[config.mk]
export PLATFORM = sky130hd
export DESIGN_NAME = tlpt_ctrl
export DESIGN_NICKNAME = d
export VERILOG_FILES = /design/src/rtl/tlpt_pkg.sv /design/src/rtl/tlpt_ctrl.sv
export SDC_FILE = /design/constraint.sdc
export NUM_CORES = 1
export LEC_CHECK = 0
export ABC_AREA = 1
export ABC_CLOCK_PERIOD_IN_PS = 1200
export BUFFER_PORTS_ARGS = -buffer_cell sky130_fd_sc_hd__buf_2
export CAP_MARGIN = 0
export CORE_MARGIN = 2
export CORE_UTILIZATION = 30
export CTS_BUF_LIST = sky130_fd_sc_hd__clkbuf_16
export DETAILED_ROUTE_END_ITERATION = 16
export GPL_TIMING_DRIVEN = 0
export PLACE_DENSITY = 0.59
export SETUP_SLACK_MARGIN = 0.15
export SYNTH_ARGS = -nofsm -noshare
export SYNTH_HDL_FRONTEND = slang
export SYNTH_SLANG_ARGS = --single-unit
[constraint.sdc]
create_clock -name clock -period 1.2 [get_ports clock]
set_input_delay 0.06 -clock clock [delete_from_list [all_inputs] [get_ports clock]]
set_output_delay 0.06 -clock clock [all_outputs]
set_load 0.005 [all_outputs]
[src/rtl/tlpt_pkg.sv]
package tlpt_pkg;

   localparam int unsigned DIR_IDX_W  = 10;
   localparam int unsigned TAB_IDX_W  = 10;
   localparam int unsigned OFFS_W     = 12;
   localparam int unsigned FRAME_W    = 20;
   localparam int unsigned DIR_DEPTH  = 1024;
   localparam int unsigned TAB_ROWS   = 1024;

   localparam logic [FRAME_W-1:0] RESET_BASE_FRAME = 20'd256;
   localparam logic [11:0] FLAG_P = 12'h001;
   localparam logic [11:0] FLAG_W = 12'h002;
   localparam logic [11:0] FLAG_U = 12'h004;
   localparam logic [32:0] PAGE_STEP = 33'd4096;
   localparam logic [32:0] OFFS_MASK = 33'h0_0000_0FFF;

   typedef enum logic [1:0] {
      ACT_ALLOC = 2'd0,
      ACT_MAP   = 2'd1,
      ACT_CHECK = 2'd2,
      ACT_NONE  = 2'd3
   } action_type;

   typedef enum logic [2:0] {
      ST_OK         = 3'd0,
      ST_REMAP      = 3'd1,
      ST_NOTABLE    = 3'd2,
      ST_NOTPRESENT = 3'd3,
      ST_OOM        = 3'd4
   } status_type;

   typedef enum logic [3:0] {
      S_CLR_DIR,
      S_IDLE,
      S_DISPATCH,
      S_A_TEST,
      S_C_TEST,
      S_DIR_RD,
      S_DIR_CHK,
      S_TAB_CLR,
      S_TAB_RD,
      S_TAB_CHK,
      S_FINISH
   } state_type;

   typedef struct packed {
      logic       load;
      logic       clr_dir;
      logic       dir_rd;
      logic       dir_use;
      logic       dir_alloc;
      logic       tab_clr;
      logic       tab_rd;
      logic       tab_wr;
      logic       take_frame;
      logic       advance;
      logic       set_res_va;
      logic       set_res_ext;
      logic       set_res_pte;
      logic       fail;
      status_type fail_code;
      logic       finish;
   } cmd_type;

   typedef struct packed {
      action_type action;
      logic       shrink;
      logic       bound_done;
      logic       at_last;
      logic       dir_present;
      logic       tab_present;
      logic       slots_full;
      logic       frames_out;
      logic       clr_last;
      logic       first_page;
      logic       rsp_free;
   } stat_type;

endpackage

[src/rtl/tlpt_ctrl.sv]
module tlpt_ctrl (
   input  logic              clock,
   input  logic              reset,
   input  logic              req_valid,
   output logic              req_ready,
   input  tlpt_pkg::stat_type stat,
   output tlpt_pkg::cmd_type  cmd
);
   import tlpt_pkg::*;

   state_type state_ff, state_in;

   always_ff @(posedge clock) begin
      if (reset) begin
         state_ff <= S_CLR_DIR;
      end else begin
         state_ff <= state_in;
      end
   end

   always_comb begin
      state_in = state_ff;
      unique case (state_ff)
         S_CLR_DIR: if (stat.clr_last) state_in = S_IDLE;
         S_IDLE:    if (req_valid) state_in = S_DISPATCH;
         S_DISPATCH: begin
            unique case (stat.action)
               ACT_ALLOC: state_in = stat.shrink ? S_FINISH : S_A_TEST;
               ACT_MAP:   state_in = S_DIR_RD;
               ACT_CHECK: state_in = S_C_TEST;
               default:   state_in = S_FINISH;
            endcase
         end
         S_A_TEST: begin
            priority if (stat.bound_done) state_in = S_FINISH;
            else if (stat.frames_out) state_in = S_FINISH;
            else state_in = S_DIR_RD;
         end
         S_C_TEST:  state_in = stat.bound_done ? S_FINISH : S_DIR_RD;
         S_DIR_RD:  state_in = S_DIR_CHK;
         S_DIR_CHK: begin
            priority if (stat.dir_present) state_in = S_TAB_RD;
            else if (stat.action == ACT_CHECK) state_in = S_FINISH;
            else if (stat.slots_full || stat.frames_out) state_in = S_FINISH;
            else state_in = S_TAB_CLR;
         end
         S_TAB_CLR: if (stat.clr_last) state_in = S_TAB_RD;
         S_TAB_RD:  state_in = S_TAB_CHK;
         S_TAB_CHK: begin
            priority if (stat.action == ACT_CHECK) begin
               state_in = stat.tab_present ? S_C_TEST : S_FINISH;
            end else if (stat.tab_present) begin
               state_in = S_FINISH;
            end else if (stat.action == ACT_ALLOC) begin
               state_in = S_A_TEST;
            end else begin
               state_in = stat.at_last ? S_FINISH : S_DIR_RD;
            end
         end
         S_FINISH:  if (stat.rsp_free) state_in = S_IDLE;
         default:   state_in = S_IDLE;
      endcase
   end

   always_comb begin
      cmd = '0;
      cmd.fail_code = ST_OK;
      req_ready = 1'b0;
      unique case (state_ff)
         S_CLR_DIR: cmd.clr_dir = 1'b1;
         S_IDLE: begin
            req_ready = 1'b1;
            cmd.load  = req_valid;
         end
         S_DISPATCH: cmd.set_res_va = (stat.action == ACT_ALLOC) && stat.shrink;
         S_A_TEST: begin
            priority if (stat.bound_done) begin
               cmd.set_res_ext = 1'b1;
            end else if (stat.frames_out) begin
               cmd.fail      = 1'b1;
               cmd.fail_code = ST_OOM;
            end else begin
               cmd.take_frame = 1'b1;
            end
         end
         S_C_TEST: ;
         S_DIR_RD: cmd.dir_rd = 1'b1;
         S_DIR_CHK: begin
            priority if (stat.dir_present) begin
               cmd.dir_use = 1'b1;
            end else if (stat.action == ACT_CHECK) begin
               cmd.fail      = 1'b1;
               cmd.fail_code = ST_NOTABLE;
            end else if (stat.slots_full || stat.frames_out) begin
               cmd.fail      = 1'b1;
               cmd.fail_code = ST_OOM;
            end else begin
               cmd.dir_alloc = 1'b1;
            end
         end
         S_TAB_CLR: cmd.tab_clr = 1'b1;
         S_TAB_RD:  cmd.tab_rd = 1'b1;
         S_TAB_CHK: begin
            priority if (stat.action == ACT_CHECK) begin
               if (stat.tab_present) begin
                  cmd.advance     = 1'b1;
                  cmd.set_res_pte = stat.first_page;
               end else begin
                  cmd.fail      = 1'b1;
                  cmd.fail_code = ST_NOTPRESENT;
               end
            end else if (stat.tab_present) begin
               cmd.fail      = 1'b1;
               cmd.fail_code = ST_REMAP;
            end else begin
               cmd.tab_wr  = 1'b1;
               cmd.advance = 1'b1;
            end
         end
         S_FINISH: cmd.finish = stat.rsp_free;
         default: ;
      endcase
   end

endmodule

==> reports/summary.txt, run 1 <==
Status - finished with violations
Failing checks - setup timing
Fin crit share - 1.07
Largest area contributor in the netlist - nand2_1
First-pass iteration count of the detailed router - 4
Synthesis-to-layout area growth - 77.8%
Top-count cell post-synth - nand2_1
RSZ-0062 raised after global routing - true
Die height - 52.9 um
YS warnings - 0
Maxcap violations - 0
Maximum vdd drop - 0.00126 V
Post-route design area - 0.00127 mm^2
H-tree depth - 1
Pre-CTS WS - -0.0615 ns
Placed Cells - 202
Rel. slew slack - 0.810
Worst setup EP type - output port
Initial Utilization - 0.321
Post-synthesis sequential area ratio - 0.112
Core box area - 0.00223 mm^2
Boundary Pins - 34
Drt via density - 4.65
Post-synth EDFFs - 0
CP startpoint kind - flop
Most frequent cells after synthesis - nand2_1 (40), inv_1 (27), nor2_1 (24)
Filler cells - 225
Final worst setup slack - -0.0840 ns
Placer congestion estimate - 0.843
Vias in the first global route - 927
Num CTS Buffers - 3
Die X - 52.9 um
# diodes - 0
Number of I/O port buffers - 33
Syn avg cell area - 5.08 um^2
Root Driver - clkbuf_16
M1 GR Usage - 0.218
Crit path kind - flop to output port
Pwr per Cell Area - 1640 mW/mm^2
Synth top area share - 0.209
DR vias - 1009
CTS tree - built
Drt wl/cell - 10.7 um
Multi-input gate area - 694 um^2
Top reg by flops - state_ff
Max Clk Rate - 0.779 GHz
Initial antenna violation count - 0
Overflow after GRT - 0
Flops & latches, synth - 4
Fin. max-slew vios - 0
Synth top area cells - nand2_1 (21%), inv_1 (14%), nor2_1 (13%), dfxtp_1 (11%), ha_1 (8.7%)
Clock Pin Slew Worst Setup and Hold Paths - 0.03 ns
Register area - 92.6 um^2
Worst EP required - 1.14 ns
Syn nets - 161
Tot GR Track Use - 0.178
Synthesized instance count - 141
Worst EP arrival - 1.22 ns
Sinks on the clock net - 4
Dpl hpwl - 1730 um
Final hold violations - 0
Clock Path Buffers - 2
Busiest grt layer - met2
Number of core rows - 17
Largest register FFs - 4
Grt met3 use - 0.0254
First-pass GRT wire length - 3790 um
Total die area - 0.00280 mm^2
Mapped Area - 717 um^2
DR iter-0 viols - 17
Worst Tran Pin Value - 0.284 ns
WL final - 2310 um
Clock insertion delay at the later pin of the skew report - 0.22 ns
Biggest regs - state_ff (4)
Layout Cells excl Fill - 217
Largest fanout on the critical path - 6
Post-route ant nets - 0
Hold_buf cts - 0
Post-synth ARST share - 0
Area post-placement - 972 um^2
Post-layout util - 0.571
Layout cells sized above 1 - 0.519
Min Tclk post-route - 1.28 ns
Met2 Track Usage GR - 0.329
Hold slack - 0.0227 ns
Final setup vio count - 14
Most common flop cell mapped by yosys - dfxtp_1
Largest net degree at the start of global routing - 7
Final Skew - 0.00102 ns
Worst hold path class - primary input to flop
Worst reg2reg setup slack - -0.06 ns
Post-route DRC - 0
Pleak - 0.000749 uW
Final nets - 210
Synth unique cells - 18
[cell type report]
type | instances | share of cell area
multi-input cells | 108 | 0.545
clock buffers | 3 | 0.0589
clock inverters | 1 | 0.00294
flip-flops and latches | 4 | 0.0726
repair buffers | 44 | 0.200
inverters | 29 | 0.0932
well taps | 28 | 0.0275
[cell families after synthesis]
logic type | count (synthesis) | share of synthesized area
AO/OA/AOI/OAI | 12 | 0.0942
adder cells (fa/ha/maj) | 5 | 0.0873
buffers and inverters | 29 | 0.152
flip-flops | 4 | 0.112
AND/OR/NAND/NOR | 91 | 0.555
[per-layer routing]
| metal | up-vias | part of all wire |
|---|---|---|
| met1 | 466 | 0.43 |
| met4 | 0 | 0 |
| met2 | 16 | 0.54 |
| met5 | - | 0 |
| met3 | 0 | 0.026 |
| li1 | 527 | - |
[power breakdown]
group | switching, uW | internal [uW] | total [uW]
Clock | 94.7 | 430 | 525
Combinational | 733 | 531 | 1260
Sequential | 95.6 | 201 | 297
Total | 923 | 1160 | 2090
[stage by stage]
| step | total power [uW] | setup TNS [ns] |
|---|---|---|
| 2_1_floorplan | 915 | 0 |
| 3_3_place_gp | 1150 | -0.0918 |
| 3_5_place_dp | 1150 | -0.200 |
| 4_1_cts | 1930 | -0.809 |
| 5_1_grt | 2270 | -1.81 |
| 6_report | 2090 | -0.749 |
[critical path, stage by stage (launching register included)]
cell and delay, ns:
dfxtp_4 0.39, inv_2 0.05, nand2_2 0.10, inv_2 0.06
nand2_4 0.09, inv_4 0.05, nand2_2 0.07, nand3_1 0.06
buf_2 0.13
[worst paths after layout]
kind                                  from                        to  cells after the start
setup / recovery  state_ff[1]$_SDFFE_PP0P_                    cmd[4]                      8
hold / removal                       reset  state_ff[1]$_SDFFE_PP0P_                      2
setup reg to reg  state_ff[0]$_SDFFE_PP0P_  state_ff[3]$_SDFFE_PP0P_                     10
hold reg to reg   state_ff[0]$_SDFFE_PP0P_  state_ff[0]$_SDFFE_PP0P_                      2
[layout by cell type, fill, tap and decap left out]
cell type   n
dfxtp_2     1
inv_2       6
o31ai_4     1
o21ai_1     2
ha_1        4
nand3_1     6
o21ai_0     3
buf_4       9
nand3_4     1
nand2_1    33
nor2_4      7
nor3_2      3
nand4_1     1
inv_1      20
nor3_1      1
inv_4       4
nand2_2     8
clkbuf_16   3
nand3_2     2
o22ai_1     1
ha_4        1
buf_6       2
buf_2      33
dfxtp_4     3
nor2_1     18
a21oi_1     2
nand2_4     5
a21oi_2     2
nor2_2      6
o21ai_4     1
[timing repair]
action / CTS / global route
pin swaps: 4 / 5
endpoints found under the setup margin: 22 / 23
gates resized for setup: 17 / 21
buffers inserted: 11 / 0
hold endpoints to repair: 0 / 0
(Power assumes the default switching activity.)
==> inputs of run 2 (changes only) <==
Settings changed: BUFFER_PORTS_ARGS -buffer_cell sky130_fd_sc_hd__buf_2 to -buffer_cell sky130_fd_sc_hd__buf_4.
==> run 2 against run 1 <==
Compared with the run above:
- the run still ends with setup timing left
- largest cell class unchanged
- clock-buffer cell count did not move
- die area did not move
- first-iteration DRC count did not move
- sequential power barely moved
- flip-flop and latch count did not move
- register-to-register slack got worse by 0.03 ns
- critical path depth fell by 2
- largest power group unchanged
- via count fell by 0.59%
- clock skew barely moved
- sequential share of layout area fell by 0.45 points
==> reports/summary.txt, run 2 (synthesis gave the netlist of run 1 again) <==
Status - finished with violations (unchanged)
Failing checks - setup timing (unchanged)
Total die area - 0.00280 mm^2 (unchanged)
Post-route DRC - 0 (unchanged)
Top reg by flops - state_ff (unchanged)
Worst reg2reg setup slack - -0.09 ns (was -0.06 ns)
Initial Utilization - 0.321 (unchanged)
Pleak - 0.000768 uW (was 0.000749 uW)
WL final - 2360 um (was 2310 um)
CP max-delay cell - dfxtp_4 (unchanged)
Final Total Pwr - 2040 uW (was 2090 uW)
Dpl hpwl - 1750 um (was 1730 um)
Final worst setup slack - -0.124 ns (was -0.0840 ns)
Filler cells - 216 (was 225)
Post-route ant nets - 0 (unchanged)
Largest fanout on the critical path - 5 (was 6)
Placer congestion estimate - 0.814 (was 0.843)
Final nets - 212 (was 210)
Drt wl/cell - 10.8 um (was 10.7 um)
Most used cell, CP - nand2_4
# diodes - 0 (unchanged)
Worst setup EP type - output port (unchanged)
Clock insertion delay at the later pin of the skew report - 0.22 ns (about the same)
Num CTS Buffers - 3 (unchanged)
Layout cells sized above 1 - 0.503 (was 0.519)
Worst EP required - 1.14 ns (about the same)
RSZ-0062 raised after global routing - true (unchanged)
Synthesis-to-layout area growth - 89.7% (was 77.8%)
Maxcap violations - 0 (unchanged)
Slowest cell delay on critical path - 0.36 ns (was 0.39 ns)
Max Clk Rate - 0.755 GHz (was 0.779 GHz)
Maximum vdd drop - 0.00238 V (was 0.00126 V)
Clock Path Buffers - 2 (unchanged)
Post-route setup TNS - -1.06 ns (was -0.749 ns)
Biggest regs - state_ff (4) (unchanged)
Number of I/O port buffers - 33 (unchanged)
Root Driver - clkbuf_16 (unchanged)
FF-to-FF path depth - 9 (was 10)
Commonest non-fill, non-tap cells in the layout - buf_4 (42), nand2_1 (35), inv_1 (22) (was nand2_1 (33), buf_2 (33), inv_1 (20))
DR vias - 1003 (was 1009)
First-pass iteration count of the detailed router - 4 (unchanged)
Core box area - 0.00223 mm^2 (unchanged)
Final hold violations - 0 (unchanged)
Number of core rows - 17 (unchanged)
Worst hold path class - primary input to flop (unchanged)
Crit path kind - flop to output port (unchanged)
Drt via density - 4.58 (was 4.65)
Worst Tran Pin Value - 0.302 ns (was 0.284 ns)
Boundary Pins - 34 (unchanged)
Commonest non-fill, non-tap cell in the layout - buf_4
CTS tree - built (unchanged)
Fin. max-slew vios - 0 (unchanged)
Sinks on the clock net - 4 (unchanged)
Rel. slew slack - 0.798 (was 0.810)
Post-layout util - 0.609 (was 0.571)
Worst EP arrival - 1.26 ns (was 1.22 ns)
Crit-path cells - inv_4 -> nand2_4 -> nor2_4 -> nand2_4 -> o31ai_4 -> buf_4 (was inv_2 -> nand2_2 -> inv_2 -> nand2_4 -> inv_4 -> nand2_2 -> nand3_1 -> buf_2)
Hold depth - 2 (unchanged)
CP startpoint kind - flop (unchanged)
Fin crit share - 1.10 (was 1.07)
Largest register FFs - 4 (unchanged)
First-pass GRT wire length - 3780 um (was 3790 um)
Die height - 52.9 um (unchanged)
Final setup vio count - 17 (was 14)
Hold slack - 0.0170 ns (was 0.0227 ns)
Die X - 52.9 um (unchanged)
Largest net degree at the start of global routing - 7 (unchanged)
H-tree depth - 1 (unchanged)
Initial antenna violation count - 0 (unchanged)
Clock Pin Slew Worst Setup and Hold Paths - 0.03 ns (about the same)
Tot GR Track Use - 0.177 (was 0.178)
Min Tclk post-route - 1.32 ns (was 1.28 ns)
Pwr per Cell Area - 1500 mW/mm^2 (was 1640 mW/mm^2)
Overflow after GRT - 0 (unchanged)
Hold_buf cts - 0 (unchanged)
Register area - 92.6 um^2 (unchanged)
Multi-input gate area - 674 um^2 (was 694 um^2)
Final Skew - 0.000579 ns (was 0.00102 ns)
Vias in the first global route - 968 (was 927)
DR iter-0 viols - 17 (unchanged)
-- run 2: final timing paths --
path / start / endpoint
worst min-delay path: reset / state_ff[1]$_SDFFE_PP0P_
worst min register to register: state_ff[0]$_SDFFE_PP0P_ / state_ff[0]$_SDFFE_PP0P_
worst max register to register: state_ff[3]$_SDFFE_PP0P_ / state_ff[0]$_SDFFE_PP0P_
worst max-delay path: state_ff[0]$_SDFFE_PP0P_ / cmd[3]
-- run 2: final cells by class --
cell class	count	share of cell area
inverters	29	0.0874
repair buffers	46	0.265
multi-input cells	108	0.496
well taps	28	0.0258
clock buffers	3	0.0552
clock inverters	1	0.00276
flip-flops and latches	4	0.0681
-- run 2: critical path: cells and delay by family (launching register included) --
kind                   cells  cell delay [ns]
and+or+nand+nor            3             0.27
buffers and inverters      2             0.21
DFF                        1             0.36
AOI/OAI and AO/OA          1             0.21
-- run 2: power by group --
part           switching [uW]  total (uW)  internal [uW]  leakage, uW
sequential               94.8         296            201    0.0000353
combinational             700        1220            519     0.000690
clock                    92.3         522            430    0.0000423
total                     887        2040           1150     0.000768
-- run 2: per-layer routing --
metal	track usage	up-vias	share of wire
met5	0	-	0
met1	0.202	447	0.44
met3	0.0367	4	0.036
met4	0.0385	0	0.014
li1	-	529	-
met2	0.333	23	0.51
-- run 2: repair_timing --
item                       4_1_cts  5_1_grt
setup endpoints to repair       22       23
gates resized for setup         25       10
pin swaps                        9        6
buffers inserted                 9        4
-- run 2: through the flow --
stage / setup slack (ns) / cells / area [um^2]
2_1_floorplan: 0.113 / 141 / 772
3_3_place_gp: -0.0678 / 202 / 1050
3_5_place_dp: -0.0798 / 202 / 1050
4_1_cts: -0.130 / 215 / 1290
5_1_grt: -0.188 / 219 / 1360
6_report: -0.124 / 219 / 1360
